### src/hw/rtl/twbc_ram.sv
// Generic single-write, single-read synchronous RAM with registered read.
// Used for the bucket rings. No dependencies.
module twbc_ram #(
	parameter int unsigned WIDTH = 32,
	parameter int unsigned DEPTH = 60
) (
	input  logic                     clk,
	input  logic                     we,
	input  logic [$clog2(DEPTH)-1:0] waddr,
	input  logic [WIDTH-1:0]         wdata,
	input  logic [$clog2(DEPTH)-1:0] raddr,
	output logic [WIDTH-1:0]         rdata
);

	logic [WIDTH-1:0] mem [DEPTH];

	always_ff @(posedge clk) begin
		if (we) begin
			mem[waddr] <= wdata;
		end
		rdata <= mem[raddr];
	end

endmodule
### config.mk
export PLATFORM = sky130hd
export DESIGN_NAME = twbc_ram
export DESIGN_NICKNAME = d
export VERILOG_FILES = /design/src/hw/rtl/twbc_ram.sv
export SDC_FILE = /design/constraint.sdc
export NUM_CORES = 2
export LEC_CHECK = 0
export ABC_AREA = 1
export BUFFER_PORTS_ARGS = -buffer_cell sky130_fd_sc_hd__buf_2
export CAP_MARGIN = 20
export CELL_PAD_IN_SITES_DETAIL_PLACEMENT = 1
export CELL_PAD_IN_SITES_GLOBAL_PLACEMENT = 1
export CORE_MARGIN = 3
export CORE_UTILIZATION = 47
export CTS_CLUSTER_DIAMETER = 50
export DETAILED_ROUTE_END_ITERATION = 16
export PLACE_DENSITY = 0.74
export SYNTH_ARGS = -nofsm -noshare
export SYNTH_HDL_FRONTEND = slang
export SYNTH_SLANG_ARGS = --single-unit
### constraint.sdc
create_clock -name clk -period 4.79 [get_ports clk]
set_input_delay 0.479 -clock clk [delete_from_list [all_inputs] [get_ports clk]]
set_output_delay 0.479 -clock clk [all_outputs]
set_load 0.05 [all_outputs]
[Word-level counts from Yosys, hierarchy flattened]
Memories as Yosys holds them, arrays and structs flattened. A register that Yosys moved wholly into a read port is not among the register bits.
Cells that the tools add are included.
Storage, ports and cells
  bits in registers: 0
  bits in writable memories: 1920
  bits of input ports: 46
  output and inout port bits: 32
  word-level logic and storage cells: 3
  memories kept: 1
Operators by class
  mux-type cells: 2
Memories
  mem: depth 60, width 32, rd ports 1, clocked after Yosys merged registers in 1, wr ports 1, RTL line 15  | logic [WIDTH-1:0] mem [DEPTH];
Operators with widths (number)
  two-way mux 1 bit: 2

[Longest topological paths before layout]
  depth in word-level cells: 2
  gate-level depth with buffers: 15

[Worst setup path before layout]
Ideal clock, no wire load.
  path type: input-to-reg
  from: input waddr[1]
  to: memory mem[34][0], enable pin
  data arrival time: 3991 ps
  path slack: 297 ps
  stages on the path: 3
  cells stage by stage: clkbuf_1 > inv_1 > nor4_1
RTL lines
  start, declared: RTL line 9  | input logic [$clog2(DEPTH)-1:0] waddr,
  end, declared: RTL line 15
Straight into the memory's write port.

[Worst setup path in the final report]
  from: input waddr[0]
  to: memory mem[46][23], enable pin
Straight into the memory's write port.

==> run summary <==
The worst setup path is of the in -> reg kind. The period utilization came out at 51.7%. The remaining antenna violation count after routing came out at 0.

For hold timing, the worst endpoint is mem[42][2]$_DFFE_PP_. The setup slack after layout is 2.31 ns. The number of fill cells in the layout is 16803. The vertical extent of the die came out at 415 um. Global routing consumed, over all layers together, 27.6% of the routing resources. The beginning of the worst register-to-register path is mem[41][18]$_DFFE_PP_. Yosys attributes the largest share of cell area to sky130_fd_sc_hd__edfxtp_1 (73%), sky130_fd_sc_hd__nand2_1 (10%), sky130_fd_sc_hd__nand3_1 (9.2%).

The longest clock path from root to sink contains 3 buffers. In this run, the number of DRC markers left after iteration 0 of detailed routing was 5575. The final hold violation count is 0. The number of rows created at floorplan is 149.

In this run the static leakage power is 32.0 nW. The die span in x came out at 415 um. The storage element area is 58300 um^2. The routed wire length came out at 241 mm. The number of cells on the worst hold path is 1. Counting flops with an async set or reset pin after synthesis yields a share of 0%. The setup slack after placement is 1.56 ns. The area of the mapped netlist came out at 78700 um^2. The number of global-route vias before repair is 56223. The number of cells in the finished layout apart from fillers is 9075. The worst hold path belongs to the class in -> reg. The clock transition at the register clock pins on the worst setup and hold paths after CTS came out at 0.06 ns. Static timing analysis puts the maximum clock frequency at 404 MHz. The cell count after synthesis came out at 6666. The clock reaches the later pin of the worst-skew pair after 0.84 ns. TritonCTS built the clock tree.

The clock period minus final worst setup slack came out at 2.48 ns. Of the post-synthesis cell area, the dominant cell type holds 73.3%. The tree is rooted in a sky130_fd_sc_hd__clkbuf_16. The total setup violations reported at the end of the flow is 0. In the final layout, the share of cells above drive strength 1 is 8.79%. The worst hold path begins at wdata[2]. The final routed DRC violation total came out at 0. STA classifies the critical path startpoint as a primary input.

The tightest slew margin relative to the limit is 24.1%. The data required time at the worst endpoint came out at 5.30 ns. The max-slew violation total from the final report was 0. The sequential fraction of the synthesis area came out at 74.1%. The total nets after synthesis came out at 6712. Once the floorplan was initialized, standard cells occupied 47.5% of the core. Once the clock tree was built, the resizer swapped 0 gates to a different size. The number of enable-type register cells in the synthesized netlist is 1920. The max-cap violation count came out at 0.

The initial antenna violation count came out at 19. Input and output buffers added on the ports amount to 77. The worst register-to-register path has a setup slack of 3.15 ns. The combined area of the multi-input logic cells is 18000 um^2. The standard cell core area is 166000 um^2. The largest total area in the synthesized netlist belongs to sky130_fd_sc_hd__edfxtp_1.

The clock tree skew after final layout came out at 0.0327 ns. The total via count after detailed routing is 53218. The via density per instance came out at 5.86. In this run, synthesis produced a sequential element count of 1952. The total number of clock tree sinks is 1952. The total number of nets in the final design came out at 6754. The boundary pin count came out at 78. The die outline area came out at 172000 um^2.

The worst-path maximum fanout is 18. The average cell area after synthesis came out at 11.8 um^2. Clock tree synthesis inserted a total of 205 buffers. Setup repair after global routing left no endpoint under its margin. The average wire length per cell after detail routing came out at 26.6 um. The worst-margin pin slew came out at 1.14 ns. The largest net degree at the start of global routing came out at 170. The first-pass GRT wire length came out at 356 mm. CTS built an H-tree with a depth of 4. The final estimated routing congestion in global placement came out at 0.861.

The count of cells along the worst register-to-register path is 8. The placed wire-length estimate came out at 131 mm. The ratio of total power to cell area is 418 nW/um^2. The worst register-to-register path ends at rdata[18]$_DFF_P_.

STA classifies the critical path endpoint as a flip-flop. The library cells used most frequently in the layout, excluding fill and tap cells, are sky130_fd_sc_hd__nand2_1 (2151), sky130_fd_sc_hd__edfxtp_1 (1920), sky130_fd_sc_hd__nand3_1 (1449). The iteration count of the initial detailed-routing pass came out at 6. The total of warnings raised by yosys is 0. The number of cells in the design after placement is 8673. Across the VDD grid, the largest voltage drop is 0.391 mV. The setup TNS came out at 0 ns.

The critical path arrival came out at 2.98 ns. The area overhead of the layout relative to synthesis is 12.6%. The most common cell after layout, fill and taps aside is sky130_fd_sc_hd__nand2_1.

The run finished with clean final reports. The post-CTS setup repair buffer count came out at 0. The final standard cell utilization of the core came out at 53.5%. For this run the aggregate overflow at the end of global routing stands at 0. The number of distinct library cells after synthesis came out at 21. The most used flip-flop cell after synthesis is sky130_fd_sc_hd__edfxtp_1.
-- layer usage --
layer	GRT usage [%]	part of all wire, %	vias up	routed length (um)
li1	-	-	23356	-
met1	35.0	39	27166	93800
met2	47.2	50	2193	120000
met3	4.59	7.4	501	17900
met4	11.6	4.2	2	10000
met5	0	0.0054	-	13
-- through the flow --
stage	power [mW]	cell area (um^2)	hold slack, ns
after CTS	37.2	88300	0.0320
after floorplan	20.6	78700	0.578
final	37.1	88600	0.0291
after global placement	21.6	81700	0.692
after global routing	38.1	88600	0.0167
after detailed placement	21.7	81700	0.715
-- sequential cells by signal, summed over array words and instances, names as in the netlist --
register	count
mem	1920
rdata	32
-- synth_stat cells (all sizes together), types with 7 or more instances --
cell type	count
nand2	2151
o211ai	11
buf	231
nor2	325
a21oi	19
dfxtp	32
edfxtp	1920
clkbuf	188
nand3	1449
nor3	7
o21ai	144
inv	178
-- power by group --
part | switching, mW | internal [mW] | leakage (nW)
logic | 1.83 | 0.549 | 11.3
registers | 0.0789 | 18.9 | 17.5
clock network | 6.71 | 8.99 | 3.18
-- logic make-up after synthesis --
family	synth area share (%)
buffers and inverters	3.64
flip-flops	74.1
AND/OR/NAND/NOR	21.2
AO/OA/AOI/OAI	1.14
-- final cells by class --
class                           instances  share of cell area (%)
Timing Repair Buffer                  254                    2.60
Multi-Input combinational cell       4117                    20.3
Antenna cell                           14                  0.0395
Tap cell                             2189                    3.09
Inverter                              178                   0.788
Clock inverter                        103                    1.15
Sequential cell                      1952                    65.8
Clock buffer                          268                    6.24
-- worst max-delay path: stages --
cell and delay (ns):
sky130_fd_sc_hd__buf_2 0.16, sky130_fd_sc_hd__inv_1 0.20, sky130_fd_sc_hd__nand4_1 0.83, sky130_fd_sc_hd__nor2_4 0.86, sky130_fd_sc_hd__buf_4 0.42
-- how the worst max path moves through the flow --
stage	startpoint	end	slack, ns	depth (start not counted)
finish	waddr[0]	mem[46][23]$_DFFE_PP_	2.31	5
detailed placement	waddr[0]	mem[54][1]$_DFFE_PP_	1.56	4
floorplan	waddr[1]	mem[34][0]$_DFFE_PP_	0.30	3
CTS	waddr[0]	mem[54][15]$_DFFE_PP_	2.45	4
global route	waddr[0]	mem[46][16]$_DFFE_PP_	2.24	5
global placement	waddr[0]	mem[19][18]$_DFFE_PP_	1.63	6
-- repair_timing --
item                       CTS  global route
hold buffers                 0             4
hold endpoints to repair     0            30
setup endpoints to repair    0             0
(Power assumes the default switching activity.)
